[src/round_robin_schedule_sim_assert.svh]
// Assertion macros used by the round-robin scheduler datapath.
`ifndef ROUND_ROBIN_SCHEDULE_SIM_ASSERT_SVH
`define ROUND_ROBIN_SCHEDULE_SIM_ASSERT_SVH

// Same-cycle implication, sampled on clk_i, off while rst_ni is low
`define RRS_ASSERT_IMP(lbl, ante, cons, msg) \
  lbl: assert property (@(posedge clk_i) disable iff (!rst_ni) (ante) |-> (cons)) \
    else $error(msg);

// Next-cycle implication, sampled on clk_i, off while rst_ni is low
`define RRS_ASSERT_NXT(lbl, ante, cons, msg) \
  lbl: assert property (@(posedge clk_i) disable iff (!rst_ni) (ante) |=> (cons)) \
    else $error(msg);

`endif

[src/rrs_pkg.sv]
// Shared widths, reset values and controller/datapath interface types.
package rrs_pkg;

  localparam int unsigned ARR_W        = 16;
  localparam int unsigned BUR_W        = 16;
  localparam int unsigned TQ_W         = 8;
  localparam int unsigned PNUM_W       = 4;
  localparam int unsigned RES_W        = 20;
  localparam int unsigned MAX_PROC_DEF = 16;

  localparam logic [TQ_W-1:0] TQ_RESET = 8'd1;

  // commands from the controller to the datapath
  typedef struct packed {
    logic load;       // store an accepted process
    logic admit;      // push next arrival into the ready ring
    logic set_time;   // jump clock to next arrival
    logic pop;        // take head of ready ring
    logic take_p;     // latch popped process index
    logic fetch;      // latch remaining service of popped process
    logic tick;       // run one tick of service
    logic end_turn;   // finish or requeue the running process
    logic out_phase;  // steer arrival read port to result index
    logic out_tat;    // compute turnaround
    logic out_wt;     // compute waiting, load result registers
    logic out_next;   // advance result index
    logic clear;      // drop the finished set
  } rrs_cmd_t;

  // status from the datapath to the controller
  typedef struct packed {
    logic can_admit;
    logic ring_empty;
    logic all_admitted;
    logic turn_go;
    logic last_out;
  } rrs_stat_t;

endpackage

[src/rrs_ctrl.sv]
// Scheduler controller: load, simulation and result sequencing state machine.
module rrs_ctrl import rrs_pkg::*; (
  input  logic      clk_i,
  input  logic      rst_ni,
  input  logic      in_valid_i,
  output logic      in_ready_o,
  input  logic      last_process_i,
  output logic      out_valid_o,
  input  logic      out_ready_i,
  input  rrs_stat_t stat_i,
  output rrs_cmd_t  cmd_o
);

  localparam logic [3:0] S_LOAD      = 4'd0;
  localparam logic [3:0] S_PRIME     = 4'd1;
  localparam logic [3:0] S_SELECT    = 4'd2;
  localparam logic [3:0] S_ADMIT_SEL = 4'd3;
  localparam logic [3:0] S_POP       = 4'd4;
  localparam logic [3:0] S_POP_WAIT  = 4'd5;
  localparam logic [3:0] S_FETCH     = 4'd6;
  localparam logic [3:0] S_RUN       = 4'd7;
  localparam logic [3:0] S_ADMIT_RUN = 4'd8;
  localparam logic [3:0] S_OUT_RD    = 4'd9;
  localparam logic [3:0] S_OUT_TAT   = 4'd10;
  localparam logic [3:0] S_OUT_WT    = 4'd11;
  localparam logic [3:0] S_OUT_SEND  = 4'd12;

  logic [3:0] state_q, state_d;

  assign in_ready_o  = (state_q == S_LOAD);
  assign out_valid_o = (state_q == S_OUT_SEND);

  // next state and datapath commands
  always_comb begin
    state_d = state_q;
    cmd_o   = '0;
    unique case (state_q)
      S_LOAD: begin
        if (in_valid_i) begin
          cmd_o.load = 1'b1;
          if (last_process_i) state_d = S_PRIME;
        end
      end
      S_PRIME: begin
        // arrival of process 0 settles in the read register
        state_d = S_SELECT;
      end
      S_SELECT: begin
        if (!stat_i.ring_empty) begin
          cmd_o.pop = 1'b1;
          state_d   = S_POP;
        end else if (stat_i.all_admitted) begin
          cmd_o.out_phase = 1'b1;
          state_d         = S_OUT_RD;
        end else begin
          cmd_o.set_time = 1'b1;
          state_d        = S_ADMIT_SEL;
        end
      end
      S_ADMIT_SEL: begin
        if (stat_i.can_admit) cmd_o.admit = 1'b1;
        else                  state_d     = S_SELECT;
      end
      S_POP: begin
        // latch the head entry while it sits in the ring read register
        cmd_o.take_p = 1'b1;
        state_d      = S_POP_WAIT;
      end
      S_POP_WAIT: begin
        // remaining service of the popped process settles in the read register
        state_d = S_FETCH;
      end
      S_FETCH: begin
        cmd_o.fetch = 1'b1;
        state_d     = S_RUN;
      end
      S_RUN: begin
        if (stat_i.turn_go) begin
          cmd_o.tick = 1'b1;
          state_d    = S_ADMIT_RUN;
        end else begin
          cmd_o.end_turn = 1'b1;
          state_d        = S_SELECT;
        end
      end
      S_ADMIT_RUN: begin
        if (stat_i.can_admit) cmd_o.admit = 1'b1;
        else                  state_d     = S_RUN;
      end
      S_OUT_RD: begin
        cmd_o.out_phase = 1'b1;
        state_d         = S_OUT_TAT;
      end
      S_OUT_TAT: begin
        cmd_o.out_tat = 1'b1;
        state_d       = S_OUT_WT;
      end
      S_OUT_WT: begin
        cmd_o.out_wt = 1'b1;
        state_d      = S_OUT_SEND;
      end
      S_OUT_SEND: begin
        if (out_ready_i) begin
          if (stat_i.last_out) begin
            cmd_o.clear = 1'b1;
            state_d     = S_LOAD;
          end else begin
            cmd_o.out_next = 1'b1;
            state_d        = S_OUT_RD;
          end
        end
      end
      default: state_d = S_LOAD;
    endcase
  end

  // hold state
  always_ff @(posedge clk_i or negedge rst_ni) begin
    if (!rst_ni) begin
      state_q <= S_LOAD;
    end else begin
      state_q <= state_d;
    end
  end

endmodule

[src/rrs_dp.sv]
// Scheduler datapath: process stores, ready ring, clock and result arithmetic.
`include "round_robin_schedule_sim_assert.svh"

module rrs_dp import rrs_pkg::*; #(
  parameter int unsigned MAX_PROCESSES = MAX_PROC_DEF
) (
  input  logic              clk_i,
  input  logic              rst_ni,
  input  logic              cfg_we_i,
  input  logic [TQ_W-1:0]   cfg_wdata_i,
  input  logic [ARR_W-1:0]  arrival_time_i,
  input  logic [BUR_W-1:0]  burst_time_i,
  input  rrs_cmd_t          cmd_i,
  output rrs_stat_t         stat_o,
  output logic [PNUM_W-1:0] process_number_o,
  output logic [RES_W-1:0]  turnaround_time_o,
  output logic [RES_W-1:0]  waiting_time_o,
  output logic              last_result_o
);

  localparam int unsigned IDX_W  = $clog2(MAX_PROCESSES);
  localparam int unsigned CNT_W  = $clog2(MAX_PROCESSES + 1);
  localparam int unsigned TIME_W = ARR_W + CNT_W;
  localparam int unsigned SAT_W  = (TIME_W > RES_W) ? TIME_W : RES_W;

  localparam logic [CNT_W-1:0] MaxCnt  = CNT_W'(MAX_PROCESSES);
  localparam logic [IDX_W-1:0] LastIdx = IDX_W'(MAX_PROCESSES - 1);
  localparam logic [SAT_W-1:0] ResMax  = SAT_W'({RES_W{1'b1}});

  // stores
  logic [ARR_W-1:0]  arr_mem  [MAX_PROCESSES];
  logic [BUR_W-1:0]  bur_mem  [MAX_PROCESSES];
  logic [BUR_W-1:0]  rem_mem  [MAX_PROCESSES];
  logic [TIME_W-1:0] cmp_mem  [MAX_PROCESSES];
  logic [IDX_W-1:0]  ring_mem [MAX_PROCESSES];

  logic [ARR_W-1:0]  arr_rd_q;
  logic [BUR_W-1:0]  bur_rd_q;
  logic [BUR_W-1:0]  rem_rd_q;
  logic [TIME_W-1:0] cmp_rd_q;
  logic [IDX_W-1:0]  ring_rd_q;

  // control registers
  logic [TQ_W-1:0]   tq_q;
  logic [CNT_W-1:0]  loaded_q, loaded_d;
  logic [CNT_W-1:0]  next_adm_q, next_adm_d;
  logic [IDX_W-1:0]  head_q, head_d;
  logic [IDX_W-1:0]  tail_q, tail_d;
  logic [CNT_W-1:0]  count_q, count_d;
  logic [TIME_W-1:0] time_q, time_d;
  logic [TQ_W-1:0]   ran_q, ran_d;
  logic [IDX_W-1:0]  out_idx_q, out_idx_d;

  // payload registers
  logic [IDX_W-1:0]  cur_p_q;
  logic [BUR_W-1:0]  cur_rem_q;
  logic [TIME_W-1:0] tat_q;
  logic [PNUM_W-1:0] pnum_q;
  logic [RES_W-1:0]  tat_out_q;
  logic [RES_W-1:0]  wt_out_q;
  logic              last_out_q;

  logic              room;
  logic              requeue;
  logic              push;
  logic [IDX_W-1:0]  push_data;
  logic [IDX_W-1:0]  arr_raddr;
  logic [TQ_W-1:0]   q_eff;
  logic [SAT_W-1:0]  tat_ext;
  logic [SAT_W-1:0]  wt_ext;
  logic [IDX_W+PNUM_W-1:0] pnum_wide;

  assign room      = (loaded_q < MaxCnt);
  assign requeue   = cmd_i.end_turn && (cur_rem_q != '0);
  assign push      = cmd_i.admit || requeue;
  assign push_data = cmd_i.admit ? next_adm_q[IDX_W-1:0] : cur_p_q;
  assign q_eff     = (tq_q == '0) ? TQ_W'(1) : tq_q;
  assign arr_raddr = cmd_i.out_phase ? out_idx_q : next_adm_d[IDX_W-1:0];

  // status to the controller
  assign stat_o.can_admit    = (next_adm_q < loaded_q) && (TIME_W'(arr_rd_q) <= time_q);
  assign stat_o.ring_empty   = (count_q == '0);
  assign stat_o.all_admitted = (next_adm_q >= loaded_q);
  assign stat_o.turn_go      = (cur_rem_q != '0) && (ran_q < q_eff);
  assign stat_o.last_out     = ((CNT_W'(out_idx_q) + CNT_W'(1)) == loaded_q);

  // next values of the control registers
  always_comb begin
    loaded_d   = loaded_q;
    next_adm_d = next_adm_q;
    head_d     = head_q;
    tail_d     = tail_q;
    count_d    = count_q;
    time_d     = time_q;
    ran_d      = ran_q;
    out_idx_d  = out_idx_q;
    if (cmd_i.load && room) loaded_d = loaded_q + CNT_W'(1);
    if (cmd_i.admit) next_adm_d = next_adm_q + CNT_W'(1);
    if (push) tail_d = (tail_q == LastIdx) ? '0 : tail_q + IDX_W'(1);
    if (cmd_i.pop) head_d = (head_q == LastIdx) ? '0 : head_q + IDX_W'(1);
    if (push && !cmd_i.pop) count_d = count_q + CNT_W'(1);
    if (cmd_i.pop && !push) count_d = count_q - CNT_W'(1);
    if (cmd_i.set_time) time_d = TIME_W'(arr_rd_q);
    if (cmd_i.tick)     time_d = time_q + TIME_W'(1);
    if (cmd_i.fetch) ran_d = '0;
    if (cmd_i.tick)  ran_d = ran_q + TQ_W'(1);
    if (cmd_i.out_next) out_idx_d = out_idx_q + IDX_W'(1);
    if (cmd_i.clear) begin
      loaded_d   = '0;
      next_adm_d = '0;
      head_d     = '0;
      tail_d     = '0;
      count_d    = '0;
      time_d     = '0;
      out_idx_d  = '0;
    end
  end

  // hold control state
  always_ff @(posedge clk_i or negedge rst_ni) begin
    if (!rst_ni) begin
      tq_q       <= TQ_RESET;
      loaded_q   <= '0;
      next_adm_q <= '0;
      head_q     <= '0;
      tail_q     <= '0;
      count_q    <= '0;
      time_q     <= '0;
      ran_q      <= '0;
      out_idx_q  <= '0;
    end else begin
      if (cfg_we_i) tq_q <= cfg_wdata_i;
      loaded_q   <= loaded_d;
      next_adm_q <= next_adm_d;
      head_q     <= head_d;
      tail_q     <= tail_d;
      count_q    <= count_d;
      time_q     <= time_d;
      ran_q      <= ran_d;
      out_idx_q  <= out_idx_d;
    end
  end

  // write and read the process stores
  always_ff @(posedge clk_i) begin
    if (cmd_i.load && room) begin
      arr_mem[loaded_q[IDX_W-1:0]] <= arrival_time_i;
      bur_mem[loaded_q[IDX_W-1:0]] <= burst_time_i;
    end
    if (cmd_i.load && room) begin
      rem_mem[loaded_q[IDX_W-1:0]] <= burst_time_i;
    end else if (requeue) begin
      rem_mem[cur_p_q] <= cur_rem_q;
    end
    if (cmd_i.end_turn && !requeue) cmp_mem[cur_p_q] <= time_q;
    if (push) ring_mem[tail_q] <= push_data;
    arr_rd_q  <= arr_mem[arr_raddr];
    bur_rd_q  <= bur_mem[out_idx_q];
    cmp_rd_q  <= cmp_mem[out_idx_q];
    ring_rd_q <= ring_mem[head_q];
    rem_rd_q  <= rem_mem[cur_p_q];
  end

  // track the running process
  always_ff @(posedge clk_i) begin
    if (cmd_i.take_p) cur_p_q <= ring_rd_q;
    if (cmd_i.fetch)  cur_rem_q <= rem_rd_q;
    else if (cmd_i.tick) cur_rem_q <= cur_rem_q - BUR_W'(1);
  end

  // form results, saturating to the result width
  assign tat_ext   = SAT_W'(tat_q);
  assign wt_ext    = SAT_W'(tat_q - TIME_W'(bur_rd_q));
  assign pnum_wide = {PNUM_W'(0), out_idx_q};

  always_ff @(posedge clk_i) begin
    if (cmd_i.out_tat) tat_q <= cmp_rd_q - TIME_W'(arr_rd_q);
    if (cmd_i.out_wt) begin
      pnum_q     <= pnum_wide[PNUM_W-1:0];
      tat_out_q  <= (tat_ext > ResMax) ? {RES_W{1'b1}} : tat_ext[RES_W-1:0];
      wt_out_q   <= (wt_ext > ResMax) ? {RES_W{1'b1}} : wt_ext[RES_W-1:0];
      last_out_q <= stat_o.last_out;
    end
  end

  assign process_number_o  = pnum_q;
  assign turnaround_time_o = tat_out_q;
  assign waiting_time_o    = wt_out_q;
  assign last_result_o     = last_out_q;

  // checks
  `RRS_ASSERT_IMP(a_push_room, push, count_q < MaxCnt, "push into full ready ring")
  `RRS_ASSERT_IMP(a_pop_nonempty, cmd_i.pop, count_q != '0, "pop from empty ready ring")
  `RRS_ASSERT_IMP(a_tick_work, cmd_i.tick, cur_rem_q != '0, "tick with no service left")
  `RRS_ASSERT_IMP(a_jump_fwd, cmd_i.set_time, TIME_W'(arr_rd_q) >= time_q, "clock moved back")
  `RRS_ASSERT_NXT(a_clear_idle, cmd_i.clear, (count_q == '0) && (loaded_q == '0), "set not cleared")

endmodule

[src/round_robin_schedule_sim.sv]
// Loading takes one process per cycle, stalled while a set is simulated or reported.
// Simulation: a prime step; per service tick a run step and an admit step that takes
// each arrived process; per turn ring pop, store reads and turn end; per idle clock
// jump a select and an admit step, as the single-port stores and controller set them.
// Results: read, turnaround, waiting, send, held by output stall. Reset (async, low)
// clears all control state, sets the quantum to 1; stores hold garbage until loaded.
module round_robin_schedule_sim import rrs_pkg::*; #(
  parameter int unsigned MAX_PROCESSES = MAX_PROC_DEF
) (
  input  logic              clk_i,
  input  logic              rst_ni,
  input  logic              cfg_we_i,
  input  logic [TQ_W-1:0]   cfg_wdata_i,
  input  logic              in_valid_i,
  output logic              in_ready_o,
  input  logic [ARR_W-1:0]  arrival_time_i,
  input  logic [BUR_W-1:0]  burst_time_i,
  input  logic              last_process_i,
  output logic              out_valid_o,
  input  logic              out_ready_i,
  output logic [PNUM_W-1:0] process_number_o,
  output logic [RES_W-1:0]  turnaround_time_o,
  output logic [RES_W-1:0]  waiting_time_o,
  output logic              last_result_o
);

  rrs_cmd_t  cmd;
  rrs_stat_t stat;

  // sequence the phases
  rrs_ctrl u_ctrl (
    .clk_i          (clk_i),
    .rst_ni         (rst_ni),
    .in_valid_i     (in_valid_i),
    .in_ready_o     (in_ready_o),
    .last_process_i (last_process_i),
    .out_valid_o    (out_valid_o),
    .out_ready_i    (out_ready_i),
    .stat_i         (stat),
    .cmd_o          (cmd)
  );

  // store processes, run the queue, form results
  rrs_dp #(
    .MAX_PROCESSES (MAX_PROCESSES)
  ) u_dp (
    .clk_i             (clk_i),
    .rst_ni            (rst_ni),
    .cfg_we_i          (cfg_we_i),
    .cfg_wdata_i       (cfg_wdata_i),
    .arrival_time_i    (arrival_time_i),
    .burst_time_i      (burst_time_i),
    .cmd_i             (cmd),
    .stat_o            (stat),
    .process_number_o  (process_number_o),
    .turnaround_time_o (turnaround_time_o),
    .waiting_time_o    (waiting_time_o),
    .last_result_o     (last_result_o)
  );

endmodule
[config.mk]
export PLATFORM = sky130hd
export DESIGN_NAME = round_robin_schedule_sim
export DESIGN_NICKNAME = d
export VERILOG_FILES = /design/src/rrs_pkg.sv /design/src/rrs_ctrl.sv /design/src/rrs_dp.sv /design/src/round_robin_schedule_sim.sv
export VERILOG_INCLUDE_DIRS = /design/src /design/src/src
export SDC_FILE = /design/constraint.sdc
export NUM_CORES = 2
export LEC_CHECK = 0
export BUFFER_PORTS_ARGS = -buffer_cell sky130_fd_sc_hd__buf_2
export CELL_PAD_IN_SITES_DETAIL_PLACEMENT = 2
export CELL_PAD_IN_SITES_GLOBAL_PLACEMENT = 2
export CORE_AREA = 3 3 361 363
export CTS_CLUSTER_DIAMETER = 60
export DETAILED_ROUTE_END_ITERATION = 10
export DIE_AREA = 0 0 364 366
export GPL_ROUTABILITY_DRIVEN = 0
export PLACE_DENSITY_LB_ADDON = 0.1
export SETUP_SLACK_MARGIN = 0.02
export SYNTH_ARGS = -nofsm -noshare
export SYNTH_HDL_FRONTEND = slang
export SYNTH_HIERARCHICAL = 1
export SYNTH_SLANG_ARGS = --single-unit
export TNS_END_PERCENT = 20
[constraint.sdc]
create_clock -name clk_i -period 3.7 [get_ports clk_i]
set_input_delay 0.185 -clock clk_i [delete_from_list [all_inputs] [get_ports clk_i]]
set_output_delay 0.185 -clock clk_i [all_outputs]
set_load 0.02 [all_outputs]
==> impl_metrics.env <==
export IMPL_synth_edf_count=1254
export IMPL_ctsRootBufferMaster="clkbuf_16"
export IMPL_worst_pin_slew_ns=1.10
export IMPL_instances_no_fill=5104
export IMPL_htreeDepth=4
export IMPL_final_period_utilization_pct=105
export IMPL_fill_cells=10952
export IMPL_wl_mm=162
export IMPL_die_area_um2=133000
export IMPL_cts_clk_slew_worst_paths_ns=0.06
export IMPL_grt_overflow_total=0
export IMPL_drive_above_1_share_pct=30.0
export IMPL_yosys_warnings=6
export IMPL_clkLatencyLatePin_ns=0.79
export IMPL_die_w_um=364
export IMPL_grt_pass1_wl_mm=241
export IMPL_violations="negative setup slack"
export IMPL_die_h_um=366
export IMPL_setup_viol=17
export IMPL_synth_async_sr_flop_share_pct=4.87
export IMPL_max_cap_viol_count=0
export IMPL_finClkSkew_ns=0.0323
export IMPL_first_pass_iters=5
export IMPL_grt_max_degree=109
export IMPL_crit_arrival_ns=4.55
export IMPL_final_area_um2=66500
export IMPL_worst_r2r_cell_count=19
export IMPL_cts_made_buffers=154
export IMPL_wire_per_inst_um=31.8
export IMPL_layout_setup_ws_ns=-0.187
export IMPL_slew_viol_final=0
export IMPL_clock_path_buffers=3
export IMPL_area_growth_syn_to_layout_pct=18.8
export IMPL_cp_max_fo=6
export IMPL_synth_area_um2=56000
export IMPL_drc=0
export IMPL_io_buffer_count=92
export IMPL_critPathLaunchType="flop"
export IMPL_grt_pass1_vias=33435
export IMPL_place_hpwl_mm=98.8
export IMPL_fp_row_count=131
export IMPL_ys_types=82
export IMPL_yosys_most_used_dff="edfxtp_1"
export IMPL_max_slew_margin_rel_pct=26.9
export IMPL_place_ws_ns=-0.228
export IMPL_vdd_drop_max_mv=0.593
export IMPL_hold_ws_ns=0.0443
export IMPL_total_power_mw=49.9
export IMPL_min_period_ns=3.89
export IMPL_synth_cells=2936
export IMPL_clock_sinks=1395
export IMPL_ios=93
export IMPL_grt_usage_pct=24.9
export IMPL_dp_cells=4745
export IMPL_ant_nets=0
export IMPL_critPathRequiredTime_ns=4.36
export IMPL_rsz0062_at_grt="true"
export IMPL_synth_ff_latch_count=1395
export IMPL_nNetsFinal=3436
export IMPL_cts_tree="built"
export IMPL_syn_num_nets=3063
export IMPL_hold_path_class="in2async"
export IMPL_avgSynthCellArea_um2=19.1
export IMPL_start_util_pct=44.0
export IMPL_worst_setup_path_type="reg2reg"
export IMPL_crit_path_end_kind="flop"
export IMPL_multiInputGateArea_um2=14800
export IMPL_final_hold_violation_count=0
export IMPL_ys_seq_area_share_pct=72.9
export IMPL_outcome="finished with violations"
export IMPL_regArea_um2=40800
export IMPL_core_region_area_um2=127000
export IMPL_drt_vias_per_instance=5.87
export IMPL_final_util_pct=52.3
export IMPL_fmax_ghz=0.257
export IMPL_num_vias=29946
export IMPL_synth_top_area_share_pct=67.2
export IMPL_dpl_cell_area_um2=60400
export IMPL_powerDensity_nw_per_um2=750
export IMPL_yosys_top_cells_area="edfxtp_1 67%, mux4_2 14%, dfrtp_1 3.0%"
export IMPL_leakage_nw=22.1
export IMPL_dr_first_iter_drc_count=2572
export IMPL_r2r_slack_ns=-0.19
export IMPL_final_setup_tns_ns=-2.37
export IMPL_antenna_found_initial=11
export IMPL_yosysTopAreaCell="edfxtp_1"
[routing by layer]
layer	GRT usage (%)	share of wire, %	vias to the layer above
li1	-	-	12629
met1	33.5	42	16332
met2	42.9	52	774
met3	3.19	4.1	211
met4	6.72	2.2	0
met5	0	0	-
[worst max-delay path, cell delays in order (launching register included)]
cell and delay, ns:
dfrtp_1 0.39, inv_2 0.08, ha_4 0.20, nor2b_4 0.12, o21a_1 0.17, o21a_1 0.17, o21a_1 0.16, o21ai_1 0.15
o211ai_1 0.16, a31oi_2 0.25, nand2b_1 0.13, a21oi_4 0.19, mux2i_4 0.10, o31ai_4 0.22, buf_12 0.17, buf_12 0.14
buf_8 0.14, mux4_2 0.53, a22oi_2 0.21, nand2_1 0.08
[power breakdown]
part	total (mW)	switching (mW)	internal (mW)
clock network	15.0	6.37	8.64
registers	19.9	1.01	18.9
logic	15.0	8.10	6.91
[final cells by class]
type                            count  area share (%)
Tap cell                         1662            3.12
Clock inverter                     58           0.850
Clock buffer                      228            6.59
Antenna cell                        3          0.0113
Inverter                           94           0.530
Multi-Input combinational cell   1316            22.2
Timing Repair Buffer              348            5.31
Sequential cell                  1395            61.4
[synthesized netlist by cell type (33+ instances only)]
master,instances
xnor2_1,44
nor3_1,38
clkbuf_1,74
dfxtp_1,73
mux4_2,349
inv_1,93
nor2_1,126
buf_2,36
a21oi_1,60
a22oi_1,33
ha_1,78
edfxtp_1,1254
dfrtp_1,67
o21ai_0,76
nand2_1,112
[registers in the layout, indices dropped and copies added, names as in the netlist, 21 cells and up]
register,cells
u_dp/arr_mem,256
u_dp/cmp_rd_q,21
u_dp/cmp_mem,336
u_dp/bur_mem,256
u_dp/ring_mem,64
u_dp/tat_ext,21
u_dp/rem_mem,256
u_dp/time_q,21
[path summary, 6_finish.rpt]
check / start / end
min in group clk_i: in_valid_i / u_dp/loaded_q[1]
worst min register to register: u_dp/ring_rd_q[0] / u_dp/cur_p_q[0]
worst min-delay path: rst_ni / u_ctrl/state_q[0]
worst max-delay path: u_dp/time_q[1] / u_dp/arr_rd_q[10]
max in group asynchronous: rst_ni / u_dp/time_q[6]
worst max register to register: u_dp/time_q[1] / u_dp/arr_rd_q[10]
[placed cells by master, fill, tap and decap left out, types with 57 or more instances in the layout]
cell	synthesis	layout
edfxtp_1	1254	1254
mux4_2	349	349
clkbuf_16	0	161
buf_4	5	115
nand2_1	112	110
nor2_1	126	110
buf_2	36	91
inv_1	93	88
o21ai_0	76	73
ha_1	78	73
dfxtp_1	73	73
buf_12	0	70
dfrtp_1	67	63
dlygate4sd3_1	0	57
[what timing repair did]
action                                 in CTS  in global routing
endpoints found under the hold margin     570                  0
pin swaps                                  18                 35
hold buffers                               57                  0
setup buffers                               7                  6
setup endpoints to repair                 172                321
cloned                                      3                  2
gates resized for setup                    50                 52
[cell families after synthesis]
family	Yosys count	synth area share (%)
AO/OA/AOI/OAI	302	3.54
adder cells (fa/ha/maj)	81	1.85
buffers and inverters	225	1.66
multiplexers	383	14.7
XOR/XNOR	66	1.07
flip-flops	1395	72.9
AND/OR/NAND/NOR	484	4.33
Power figures use the tool's default switching activity.
